[config.mk]
export PLATFORM = sky130hd
export DESIGN_NAME = clamped_pid_controller_flat
export DESIGN_NICKNAME = d
export VERILOG_FILES = /design/src/sv/clpid_pkg.sv /design/src/sv/clpid_in_if.sv /design/src/sv/clpid_out_if.sv /design/src/sv/clpid_regs.sv /design/src/sv/clpid_err_path.sv /design/src/sv/clpid_mult.sv /design/src/sv/clpid_out.sv /design/src/sv/clamped_pid_controller.sv /design/src/flat_wrapper.sv
export SDC_FILE = /design/constraint.sdc
export NUM_CORES = 2
export LEC_CHECK = 0
export ABC_AREA = 1
export BUFFER_PORTS_ARGS = -buffer_cell sky130_fd_sc_hd__buf_4
export CAP_MARGIN = 20
export CORE_ASPECT_RATIO = 1.25
export CORE_UTILIZATION = 41
export CTS_CLUSTER_SIZE = 30
export DETAILED_ROUTE_END_ITERATION = 6
export GPL_TIMING_DRIVEN = 0
export PLACE_DENSITY = 0.67
export SKIP_LAST_GASP = 1
export SLEW_MARGIN = 20
export SYNTH_ARGS = -nofsm -noshare
export SYNTH_HDL_FRONTEND = slang
export SYNTH_SLANG_ARGS = --single-unit
[constraint.sdc]
create_clock -name clk_i -period 20.7 [get_ports clk_i]
set_input_delay 4.14 -clock clk_i [delete_from_list [all_inputs] [get_ports clk_i]]
set_output_delay 4.14 -clock clk_i [all_outputs]
set_load 0.02 [all_outputs]
[src/sv/clpid_pkg.sv]
`timescale 1ns / 1ps
// ----------------------------------------------------------------------------
// clpid_pkg
// Widths, register map, codes, stage records and the clamp helper shared by
// the clamped PID controller.
// ----------------------------------------------------------------------------
package clpid_pkg;

  // Sample and gain formats
  localparam int SAMPLE_BITS    = 16;
  localparam int GAIN_FRAC_BITS = 8;
  localparam int GAIN_W         = 16;
  localparam int DRIVE_W        = 16;
  localparam int SUM_W          = 32;

  // Register field widths
  localparam int OUT_LIM_W  = 15;
  localparam int ERR_LIM_W  = 17;
  localparam int DIFF_LIM_W = 18;
  localparam int INT_LIM_W  = 31;
  localparam int BAND_W     = 17;

  // Error path widths: a difference of two samples, and of two errors
  localparam int ERR_W  = SAMPLE_BITS + 1;
  localparam int DIFF_W = ERR_W + 1;
  localparam int MAG_W  = (ERR_W > BAND_W) ? ERR_W : BAND_W;

  // Product and accumulator widths
  localparam int P_W   = GAIN_W + ERR_W;
  localparam int I_W   = GAIN_W + SUM_W;
  localparam int D_W   = GAIN_W + DIFF_W;
  localparam int PROD_MAX_W = (I_W > D_W) ? I_W : D_W;
  localparam int ACC_W = PROD_MAX_W + 2;

  // Clamp helper works on the widest value it ever sees
  localparam int CLAMP_W = ACC_W;
  localparam int LIM_W   = 32;

  localparam int DRIVE_MAX = 2 ** (DRIVE_W - 1) - 1;
  localparam int DRIVE_MIN = -(2 ** (DRIVE_W - 1));

  // APB register port
  localparam int APB_DW = 32;
  localparam int APB_AW = 5;

  typedef enum logic [2:0] {
    REG_PROP_GAIN      = 3'd0,
    REG_INTEG_GAIN     = 3'd1,
    REG_DERIV_GAIN     = 3'd2,
    REG_OUTPUT_LIMIT   = 3'd3,
    REG_ERROR_LIMIT    = 3'd4,
    REG_DIFF_LIMIT     = 3'd5,
    REG_INTEGRAL_LIMIT = 3'd6,
    REG_ACCURACY_BAND  = 3'd7
  } reg_idx_e;

  typedef enum logic {
    OP_UPDATE = 1'b0,
    OP_START  = 1'b1
  } op_e;

  typedef struct packed {
    logic signed [GAIN_W-1:0] prop_gain;
    logic signed [GAIN_W-1:0] integ_gain;
    logic signed [GAIN_W-1:0] deriv_gain;
    logic [OUT_LIM_W-1:0]     output_limit;
    logic [ERR_LIM_W-1:0]     error_limit;
    logic [DIFF_LIM_W-1:0]    diff_limit;
    logic [INT_LIM_W-1:0]     integral_limit;
    logic [BAND_W-1:0]        accuracy_band;
  } cfg_t;

  // Error stage record
  typedef struct packed {
    logic                     valid;
    logic                     start;
    logic signed [ERR_W-1:0]  err;
    logic signed [DIFF_W-1:0] diff;
    logic signed [SUM_W-1:0]  sum;
    logic                     done;
  } err_stage_t;

  // Product stage record
  typedef struct packed {
    logic                  valid;
    logic                  start;
    logic signed [P_W-1:0] p_term;
    logic signed [I_W-1:0] i_term;
    logic signed [D_W-1:0] d_term;
    logic                  done;
  } prod_stage_t;

  // Magnitude clamp; a zero limit leaves the value alone
  function automatic logic signed [CLAMP_W-1:0] clamp_abs(
    input logic signed [CLAMP_W-1:0] v,
    input logic [LIM_W-1:0]          lim
  );
    logic signed [CLAMP_W-1:0] l;
    logic signed [CLAMP_W-1:0] r;
    l = $signed({{(CLAMP_W - LIM_W){1'b0}}, lim});
    r = v;
    if (lim != '0) begin
      if (v > 0) begin
        r = (v > l) ? l : v;
      end else begin
        r = (v < -l) ? -l : v;
      end
    end
    return r;
  endfunction

endpackage

[src/sv/clpid_in_if.sv]
`timescale 1ns / 1ps
// ----------------------------------------------------------------------------
// clpid_in_if
// Input channel: operation, sensor sample and target, with valid/ready.
// ----------------------------------------------------------------------------
interface clpid_in_if;
  import clpid_pkg::*;

  logic                          valid;
  logic                          ready;
  logic                          operation;
  logic signed [SAMPLE_BITS-1:0] sensor_value;
  logic signed [SAMPLE_BITS-1:0] target_value;

  modport source (output valid, output operation, output sensor_value,
                  output target_value, input ready);
  modport sink   (input valid, input operation, input sensor_value,
                  input target_value, output ready);
endinterface

[src/sv/clpid_out_if.sv]
`timescale 1ns / 1ps
// ----------------------------------------------------------------------------
// clpid_out_if
// Result channel: drive command and done flag, with valid/ready.
// ----------------------------------------------------------------------------
interface clpid_out_if;
  import clpid_pkg::*;

  logic                      valid;
  logic                      ready;
  logic signed [DRIVE_W-1:0] drive;
  logic                      done_res;

  modport source (output valid, output drive, output done_res, input ready);
  modport sink   (input valid, input drive, input done_res, output ready);
endinterface

[src/sv/clpid_regs.sv]
`timescale 1ns / 1ps
// ----------------------------------------------------------------------------
// clpid_regs
// APB register file holding gains, limits and the accuracy band.
// ----------------------------------------------------------------------------
module clpid_regs (
  input  logic                        clk_i,
  input  logic                        rst_ni,
  input  logic                        psel,
  input  logic                        penable,
  input  logic                        pwrite,
  input  logic [clpid_pkg::APB_AW-1:0] paddr,
  input  logic [clpid_pkg::APB_DW-1:0] pwdata,
  output logic [clpid_pkg::APB_DW-1:0] prdata,
  output logic                        pready,
  output clpid_pkg::cfg_t             cfg_o
);
  import clpid_pkg::*;

  cfg_t     cfg_q, cfg_d;
  reg_idx_e idx;
  logic     wr_en;

  assign pready = 1'b1;
  assign idx    = reg_idx_e'(paddr[APB_AW-1:2]);
  assign wr_en  = psel && penable && pwrite;

  // Write decode
  always_comb begin
    cfg_d = cfg_q;
    if (wr_en) begin
      unique case (idx)
        REG_PROP_GAIN:      cfg_d.prop_gain      = pwdata[GAIN_W-1:0];
        REG_INTEG_GAIN:     cfg_d.integ_gain     = pwdata[GAIN_W-1:0];
        REG_DERIV_GAIN:     cfg_d.deriv_gain     = pwdata[GAIN_W-1:0];
        REG_OUTPUT_LIMIT:   cfg_d.output_limit   = pwdata[OUT_LIM_W-1:0];
        REG_ERROR_LIMIT:    cfg_d.error_limit    = pwdata[ERR_LIM_W-1:0];
        REG_DIFF_LIMIT:     cfg_d.diff_limit     = pwdata[DIFF_LIM_W-1:0];
        REG_INTEGRAL_LIMIT: cfg_d.integral_limit = pwdata[INT_LIM_W-1:0];
        REG_ACCURACY_BAND:  cfg_d.accuracy_band  = pwdata[BAND_W-1:0];
        default: ;
      endcase
    end
  end

  // Read decode, fields zero-extended
  always_comb begin
    unique case (idx)
      REG_PROP_GAIN:      prdata = APB_DW'(unsigned'(cfg_q.prop_gain));
      REG_INTEG_GAIN:     prdata = APB_DW'(unsigned'(cfg_q.integ_gain));
      REG_DERIV_GAIN:     prdata = APB_DW'(unsigned'(cfg_q.deriv_gain));
      REG_OUTPUT_LIMIT:   prdata = APB_DW'(cfg_q.output_limit);
      REG_ERROR_LIMIT:    prdata = APB_DW'(cfg_q.error_limit);
      REG_DIFF_LIMIT:     prdata = APB_DW'(cfg_q.diff_limit);
      REG_INTEGRAL_LIMIT: prdata = APB_DW'(cfg_q.integral_limit);
      REG_ACCURACY_BAND:  prdata = APB_DW'(cfg_q.accuracy_band);
      default:            prdata = '0;
    endcase
  end

  always_ff @(posedge clk_i or negedge rst_ni) begin
    if (!rst_ni) begin
      cfg_q <= '0;
    end else begin
      cfg_q <= cfg_d;
    end
  end

  assign cfg_o = cfg_q;

endmodule

[src/sv/clpid_err_path.sv]
`timescale 1ns / 1ps
// ----------------------------------------------------------------------------
// clpid_err_path
// Input register, controller state, and the error / difference / sum stage.
// ----------------------------------------------------------------------------
module clpid_err_path (
  input  logic                  clk_i,
  input  logic                  rst_ni,
  clpid_in_if.sink              in_ch,
  input  clpid_pkg::cfg_t       cfg_i,
  input  logic                  ready_i,
  output clpid_pkg::err_stage_t stage_o
);
  import clpid_pkg::*;

  // Input register
  logic                          in_valid_q;
  logic                          in_op_q;
  logic signed [SAMPLE_BITS-1:0] in_sensor_q;
  logic signed [SAMPLE_BITS-1:0] in_target_q;

  // Controller state
  logic signed [SAMPLE_BITS-1:0] setpoint_q;
  logic signed [SAMPLE_BITS-1:0] start_value_q;
  logic signed [ERR_W-1:0]       last_error_q;
  logic signed [SUM_W-1:0]       error_sum_q;

  err_stage_t stage_q, stage_d;

  logic                    adv;
  logic                    in_ready;
  logic                    fire;
  logic                    is_start;
  logic signed [ERR_W-1:0] cur_ext;
  logic signed [ERR_W-1:0] sp_ext;
  logic signed [ERR_W-1:0] raw_err;
  logic signed [ERR_W-1:0] err;
  logic signed [DIFF_W-1:0] diff_raw;
  logic signed [DIFF_W-1:0] diff;
  logic signed [SUM_W:0]   sum_wide;
  logic signed [SUM_W-1:0] sum_sat;
  logic signed [SUM_W-1:0] sum;
  logic                    ki_pos;
  logic [ERR_W-1:0]        mag;
  logic                    crossed;
  logic                    in_band;

  // Handshake: the stage moves when its output slot is free or being emptied
  assign adv         = !stage_q.valid || ready_i;
  assign in_ready    = !in_valid_q || adv;
  assign in_ch.ready = in_ready;
  assign fire        = in_valid_q && adv;
  assign is_start    = (in_op_q == OP_START);

  // Clamped error, clamped difference and saturating sum (clamped when integ_gain > 0)
  always_comb begin
    cur_ext  = ERR_W'(in_sensor_q);
    sp_ext   = ERR_W'(setpoint_q);
    raw_err  = sp_ext - cur_ext;
    err      = ERR_W'(clamp_abs(CLAMP_W'(raw_err), LIM_W'(cfg_i.error_limit)));

    diff_raw = DIFF_W'(err) - DIFF_W'(last_error_q);
    diff     = '0;
    if (last_error_q != '0) begin
      diff = DIFF_W'(clamp_abs(CLAMP_W'(diff_raw), LIM_W'(cfg_i.diff_limit)));
    end

    sum_wide = (SUM_W + 1)'(error_sum_q) + (SUM_W + 1)'(err);
    sum_sat  = sum_wide[SUM_W-1:0];
    if (sum_wide[SUM_W] != sum_wide[SUM_W-1]) begin
      sum_sat = sum_wide[SUM_W] ? {1'b1, {(SUM_W-1){1'b0}}} : {1'b0, {(SUM_W-1){1'b1}}};
    end
    ki_pos = (cfg_i.integ_gain > 0);
    sum    = sum_sat;
    if (ki_pos) begin
      sum = SUM_W'(clamp_abs(CLAMP_W'(sum_sat), LIM_W'(cfg_i.integral_limit)));
    end

    // Done: setpoint crossed either way, or error inside the band
    crossed = ((start_value_q <= setpoint_q) && (in_sensor_q >= setpoint_q)) ||
              ((start_value_q >= setpoint_q) && (in_sensor_q <= setpoint_q));
    mag     = (raw_err < 0) ? unsigned'(-raw_err) : unsigned'(raw_err);
    in_band = (cfg_i.accuracy_band != '0) &&
              (MAG_W'(mag) <= MAG_W'(cfg_i.accuracy_band));

    stage_d       = stage_q;
    stage_d.valid = in_valid_q;
    if (in_valid_q) begin
      stage_d.start = is_start;
      stage_d.err   = err;
      stage_d.diff  = diff;
      stage_d.sum   = sum;
      stage_d.done  = !is_start && (crossed || in_band);
    end
  end

  // Input register
  always_ff @(posedge clk_i or negedge rst_ni) begin
    if (!rst_ni) begin
      in_valid_q  <= 1'b0;
      in_op_q     <= OP_UPDATE;
      in_sensor_q <= '0;
      in_target_q <= '0;
    end else if (in_ready) begin
      in_valid_q <= in_ch.valid;
      if (in_ch.valid) begin
        in_op_q     <= in_ch.operation;
        in_sensor_q <= in_ch.sensor_value;
        in_target_q <= in_ch.target_value;
      end
    end
  end

  // State update, once per item as it leaves the input register
  always_ff @(posedge clk_i or negedge rst_ni) begin
    if (!rst_ni) begin
      setpoint_q    <= '0;
      start_value_q <= '0;
      last_error_q  <= '0;
      error_sum_q   <= '0;
    end else if (fire) begin
      if (is_start) begin
        setpoint_q    <= in_target_q;
        start_value_q <= in_sensor_q;
        last_error_q  <= '0;
        error_sum_q   <= '0;
      end else begin
        last_error_q <= err;
        error_sum_q  <= sum;
      end
    end
  end

  always_ff @(posedge clk_i or negedge rst_ni) begin
    if (!rst_ni) begin
      stage_q <= '0;
    end else if (adv) begin
      stage_q <= stage_d;
    end
  end

  assign stage_o = stage_q;

endmodule

[src/sv/clpid_mult.sv]
`timescale 1ns / 1ps
// ----------------------------------------------------------------------------
// clpid_mult
// Product stage: P, I and D terms, each a registered 16-bit gain product.
// ----------------------------------------------------------------------------
module clpid_mult (
  input  logic                   clk_i,
  input  logic                   rst_ni,
  input  clpid_pkg::cfg_t        cfg_i,
  input  clpid_pkg::err_stage_t  stage_i,
  input  logic                   ready_i,
  output logic                   ready_o,
  output clpid_pkg::prod_stage_t stage_o
);
  import clpid_pkg::*;

  prod_stage_t stage_q, stage_d;

  assign ready_o = !stage_q.valid || ready_i;

  // Signed products of gain and path value
  always_comb begin
    stage_d       = stage_q;
    stage_d.valid = stage_i.valid;
    if (stage_i.valid) begin
      stage_d.start  = stage_i.start;
      stage_d.p_term = P_W'(cfg_i.prop_gain) * P_W'(stage_i.err);
      stage_d.i_term = I_W'(cfg_i.integ_gain) * I_W'(stage_i.sum);
      stage_d.d_term = D_W'(cfg_i.deriv_gain) * D_W'(stage_i.diff);
      stage_d.done   = stage_i.done;
    end
  end

  always_ff @(posedge clk_i or negedge rst_ni) begin
    if (!rst_ni) begin
      stage_q <= '0;
    end else if (ready_o) begin
      stage_q <= stage_d;
    end
  end

  assign stage_o = stage_q;

endmodule

[src/sv/clpid_out.sv]
`timescale 1ns / 1ps
// ----------------------------------------------------------------------------
// clpid_out
// Term sum, floor scaling, output clamp and saturation; result register.
// ----------------------------------------------------------------------------
module clpid_out (
  input  logic                   clk_i,
  input  logic                   rst_ni,
  input  clpid_pkg::cfg_t        cfg_i,
  input  clpid_pkg::prod_stage_t stage_i,
  output logic                   ready_o,
  clpid_out_if.source            out_ch
);
  import clpid_pkg::*;

  logic                      out_valid_q;
  logic signed [DRIVE_W-1:0] drive_q, drive_d;
  logic                      done_q, done_d;

  logic signed [ACC_W-1:0]   acc;
  logic signed [ACC_W-1:0]   scaled;
  logic signed [CLAMP_W-1:0] limited;

  assign ready_o = !out_valid_q || out_ch.ready;

  // Sum of terms, floor shift, output_limit clamp, then 16-bit saturation
  always_comb begin
    acc     = ACC_W'(stage_i.p_term) + ACC_W'(stage_i.i_term) + ACC_W'(stage_i.d_term);
    scaled  = acc >>> GAIN_FRAC_BITS;
    limited = clamp_abs(CLAMP_W'(scaled), LIM_W'(cfg_i.output_limit));
    if (limited > CLAMP_W'(DRIVE_MAX)) begin
      drive_d = DRIVE_W'(DRIVE_MAX);
    end else if (limited < CLAMP_W'(DRIVE_MIN)) begin
      drive_d = DRIVE_W'(DRIVE_MIN);
    end else begin
      drive_d = DRIVE_W'(limited);
    end
    done_d = stage_i.done;
    if (stage_i.start) begin
      drive_d = '0;
      done_d  = 1'b0;
    end
  end

  // Result register
  always_ff @(posedge clk_i or negedge rst_ni) begin
    if (!rst_ni) begin
      out_valid_q <= 1'b0;
      drive_q     <= '0;
      done_q      <= 1'b0;
    end else if (ready_o) begin
      out_valid_q <= stage_i.valid;
      if (stage_i.valid) begin
        drive_q <= drive_d;
        done_q  <= done_d;
      end
    end
  end

  assign out_ch.valid    = out_valid_q;
  assign out_ch.drive    = drive_q;
  assign out_ch.done_res = done_q;

endmodule

[src/sv/clamped_pid_controller.sv]
`timescale 1ns / 1ps
// ----------------------------------------------------------------------------
// clamped_pid_controller
// PID controller with clamped error, difference, integral and drive.
//
// Usage:
//   in_ch  carries items: operation (start or update), sensor_value and
//          target_value. A start item latches setpoint and start value and
//          clears last error and error sum; its result is drive 0, done 0.
//   out_ch returns one item per input item, in order: drive and done_res.
//   The APB port holds gains and limits; write it only while idle.
// Timing:
//   Four registers in line (input, error stage, product stage, result); an
//   accepted item passes through them in that order. One item per cycle is
//   sustained while out_ch.ready stays high; the error stage closes the loop
//   on last error and error sum as each item leaves the input register.
// Reset:
//   rst_ni clears all registers, state and every pipeline valid bit.
// Stall:
//   A held result stays stable; earlier stages keep filling bubbles, and
//   in_ch.ready falls only once every stage holds an item.
// ----------------------------------------------------------------------------
module clamped_pid_controller (
  input  logic                         clk_i,
  input  logic                         rst_ni,
  input  logic                         psel,
  input  logic                         penable,
  input  logic                         pwrite,
  input  logic [clpid_pkg::APB_AW-1:0] paddr,
  input  logic [clpid_pkg::APB_DW-1:0] pwdata,
  output logic [clpid_pkg::APB_DW-1:0] prdata,
  output logic                         pready,
  clpid_in_if.sink                     in_ch,
  clpid_out_if.source                  out_ch
);
  import clpid_pkg::*;

  cfg_t        cfg;
  err_stage_t  err_stage;
  prod_stage_t prod_stage;
  logic        mult_ready;
  logic        out_ready;

  clpid_regs u_regs (
    .clk_i   (clk_i),
    .rst_ni  (rst_ni),
    .psel    (psel),
    .penable (penable),
    .pwrite  (pwrite),
    .paddr   (paddr),
    .pwdata  (pwdata),
    .prdata  (prdata),
    .pready  (pready),
    .cfg_o   (cfg)
  );

  clpid_err_path u_err_path (
    .clk_i   (clk_i),
    .rst_ni  (rst_ni),
    .in_ch   (in_ch),
    .cfg_i   (cfg),
    .ready_i (mult_ready),
    .stage_o (err_stage)
  );

  clpid_mult u_mult (
    .clk_i   (clk_i),
    .rst_ni  (rst_ni),
    .cfg_i   (cfg),
    .stage_i (err_stage),
    .ready_i (out_ready),
    .ready_o (mult_ready),
    .stage_o (prod_stage)
  );

  clpid_out u_out (
    .clk_i   (clk_i),
    .rst_ni  (rst_ni),
    .cfg_i   (cfg),
    .stage_i (prod_stage),
    .ready_o (out_ready),
    .out_ch  (out_ch)
  );

endmodule

[src/flat_wrapper.sv]
// flat-port wrapper written by rule: the top's interface ports become plain ports
module clamped_pid_controller_flat import clpid_pkg::*;
  (clk_i, rst_ni, psel, penable, pwrite, paddr, pwdata, prdata, pready, in_ch_valid, in_ch_operation, in_ch_sensor_value, in_ch_target_value, in_ch_ready, out_ch_valid, out_ch_drive, out_ch_done_res, out_ch_ready);
  clpid_in_if in_ch_i ();
  clpid_out_if out_ch_i ();
  input  logic clk_i;
  input  logic rst_ni;
  input  logic psel;
  input  logic penable;
  input  logic pwrite;
  input  logic [clpid_pkg::APB_AW-1:0] paddr;
  input  logic [clpid_pkg::APB_DW-1:0] pwdata;
  output logic [clpid_pkg::APB_DW-1:0] prdata;
  output logic pready;
  input wire logic [$bits(in_ch_i.valid)-1:0] in_ch_valid;
  input wire logic [$bits(in_ch_i.operation)-1:0] in_ch_operation;
  input wire logic [$bits(in_ch_i.sensor_value)-1:0] in_ch_sensor_value;
  input wire logic [$bits(in_ch_i.target_value)-1:0] in_ch_target_value;
  output wire logic [$bits(in_ch_i.ready)-1:0] in_ch_ready;
  output wire logic [$bits(out_ch_i.valid)-1:0] out_ch_valid;
  output wire logic [$bits(out_ch_i.drive)-1:0] out_ch_drive;
  output wire logic [$bits(out_ch_i.done_res)-1:0] out_ch_done_res;
  input wire logic [$bits(out_ch_i.ready)-1:0] out_ch_ready;
  assign in_ch_i.valid = in_ch_valid;
  assign in_ch_i.operation = in_ch_operation;
  assign in_ch_i.sensor_value = in_ch_sensor_value;
  assign in_ch_i.target_value = in_ch_target_value;
  assign in_ch_ready = in_ch_i.ready;
  assign out_ch_valid = out_ch_i.valid;
  assign out_ch_drive = out_ch_i.drive;
  assign out_ch_done_res = out_ch_i.done_res;
  assign out_ch_i.ready = out_ch_ready;
  clamped_pid_controller u_core (.clk_i(clk_i), .rst_ni(rst_ni), .psel(psel), .penable(penable), .pwrite(pwrite), .paddr(paddr), .pwdata(pwdata), .prdata(prdata), .pready(pready), .in_ch(in_ch_i), .out_ch(out_ch_i));
endmodule
==> metrics.txt <==
PostCTS Resize Cnt 0; FP Rows 179; area leader, netlist fa_1; violated checks design-rule violations; final WL 285000 µm; CP startpoint kind flip-flop; routed vias/inst 5.27; Reg clk slew, reported paths 0.07 ns; number of global-route vias before repair 72400; syn_nets 12500; gr usage total 29.4%; Clock Skew 0.0405 ns; Synth Area per Inst 7.40 µm²; Worst EP required 21.24 ns; critical path type flip-flop to flip-flop; Die Wd 394 µm; arrival time worst endpoint 12.65 ns; Async SR Flop Fraction 100%; H-tree levels 2; Clock Tree Root clkbuf_16; CP Capture Type flip-flop; nets@finish 12600; hold violation count in the final report 0; final setup fails 0; #FFs+latches synth 467; WP buf/inv 7; top-count cell post-synth nand2_1; Setup TNS 0 ns; Post-Syn Instances 10600; number of max-cap violations 0; CP max-delay cell ha_1; GR Overflow Total 0; Main synth FF type dfrtp_1; average wire per standard cell 21.3 µm; global-route wire length before repair 432000 µm; Rel. slew slack 9.55%; # clock sinks 467; Yosys top cell area share 28.1%; Cell variety after synth 65; clk buf depth 3; CTS tree yes; Hold Crit Start u_core.u_mult.stage_o[117]; Die Span Y 491 µm; post-route ant nets 0; Slew @ Worst Pin 1.35 ns; register area share after synthesis 14.9%; post-cts hold buffer count 0; layout cells sized above 1 3.36%; core area 0.190 mm²; RSZ-0062 raised after global routing false; minimum clock period 12.11 ns; # port buffers 121; First DRT Iteration DRCs 5599; Critical Path Most Common Cell nand2_1; area grow syn2layout 7.94%; GPL Wtd Cong 1.03; Worst path top cell family by delay simple AND/OR/NAND/NOR gates; Yosys warnings 0; Post CTS Setup Buffer Count 0; commonest cells in the netlist 2928 x nand2_1, 2289 x inv_1, 1102 x fa_1, 671 x ha_1, 586 x o21ai_0; Hold WS 0.474 ns; post-DP HPWL 245000 µm; fin crit share 58.5%; Clk Latency, worst-skew pair 0.70 ns; Pins Over Slew Limit 0; worst setup margin 8.59 ns; CP max FO 21; EDFF count, synth 0; vias 70500; Reg-to-Reg Start u_core.u_err_path.in_sensor_q[1]; post-route DRC violation count 1; largest net degree at the start of global routing 100; Critical Path Start u_core.u_err_path.in_sensor_q[1]; die area 0.193 mm²; I/O Pins 129; 1st-pass router iterations 7; DP Worst Slack 8.67 ns; Final Util 44.5%; fmax 0.0826 GHz; Starting Density 41.3%; outcome finished with violations; delay of the slowest critical-path stage 0.55 ns; Num CTS Buffers 56; Mapped Area 0.0786 mm²; antenna violations before repair 3; worst hold path type flip-flop to flip-flop; Synth area leaders fa_1 28%, dfrtp_1 15%, nand2_1 14%
## logic make-up after synthesis
kind of cell | after synthesis | synth area share (%)
adder cells (fa/ha/maj) | 1773 | 38.8
XOR/XNOR | 249 | 2.78
other | 2 | 0.00956
buffers and inverters | 2756 | 13.3
AND/OR/NAND/NOR | 4026 | 20.8
AO/OA/AOI/OAI | 1339 | 9.44
flip-flops | 467 | 14.9
## flip-flops by register name, summed over array words and instances (netlist names)
signal,flops
u_core.u_err_path.in_target_q,16
u_core.u_err_path.in_op_q,1
u_core.u_out.out_ch.valid,1
u_core.u_err_path.last_error_q,17
u_core.u_err_path.in_valid_q,1
u_core.u_err_path.start_value_q,16
u_core.u_mult.stage_o,118
u_core.u_err_path.setpoint_q,16
u_core.u_regs.cfg_o,146
u_core.u_err_path.in_sensor_q,16
u_core.u_out.out_ch.drive,16
u_core.u_out.out_ch.done_res,1
u_core.u_err_path.stage_o,70
u_core.u_err_path.error_sum_q,32
## worst paths after layout
| kind | to | slack, ns | cells past startpoint |
|---|---|---|---|
| max | u_core.u_err_path.stage_o[4] | 8.59 | 61 |
| max in group asynchronous | u_core.u_out.out_ch.drive[12] | 16.09 | 3 |
| max reg2reg | u_core.u_err_path.stage_o[4] | 8.59 | 61 |
| min in group asynchronous | u_core.u_regs.cfg_o[42] | 3.28 | 1 |
| min | u_core.u_out.out_ch.valid | 0.47 | 2 |
| min reg2reg | u_core.u_out.out_ch.valid | 0.47 | 2 |
## tightest hold or removal path, cell delays in order (launching register included)
cell     delay (ns)
dfrtp_1        0.32
inv_1          0.06
nand2_1        0.06
## per-layer routing
layer	part of all wire [%]	routed length (µm)	track usage [%]
met1	38	107000	34.1
met2	48	137000	51.0
met3	6.9	19700	4.47
met4	7.3	20900	17.7
met5	0.0042	12	0
## cell usage in the layout, fill, tap and decap left out, drive strengths merged, types with 35 or more instances in the layout
cell type / n
a21oi: 441
nand4: 93
inv: 2304
nand3b: 41
clkbuf: 473
buf: 177
a221oi: 35
o211ai: 40
o21ai: 641
nand2: 2942
xor2: 163
xnor2: 86
ha: 671
dfrtp: 467
a31oi: 42
nor3: 89
nor2: 489
fa: 1102
nand3: 305
## stage by stage
stage / cells / cell area (µm²)
2_1_floorplan: 10600 / 78600
3_3_place_gp: 13300 / 82600
3_5_place_dp: 13300 / 82800
4_1_cts: 13400 / 84800
5_1_grt: 13400 / 84800
6_report: 13400 / 84800
## cell type report
type / instances / area (µm²)
fillers: 19500 / 106000
multi-input cells: 7389 / 56400
flip-flops and latches: 467 / 11700
inverters: 2304 / 8650
well taps: 2534 / 3170
plain buffers: 452 / 1810
clock buffers: 69 / 1540
repair buffers: 129 / 1090
clock inverters: 35 / 385
diodes: 8 / 20.0
Power is left out: the tool's default activity adds up to more than one toggle a clock period on the data nets, which glitch-free logic cannot reach.
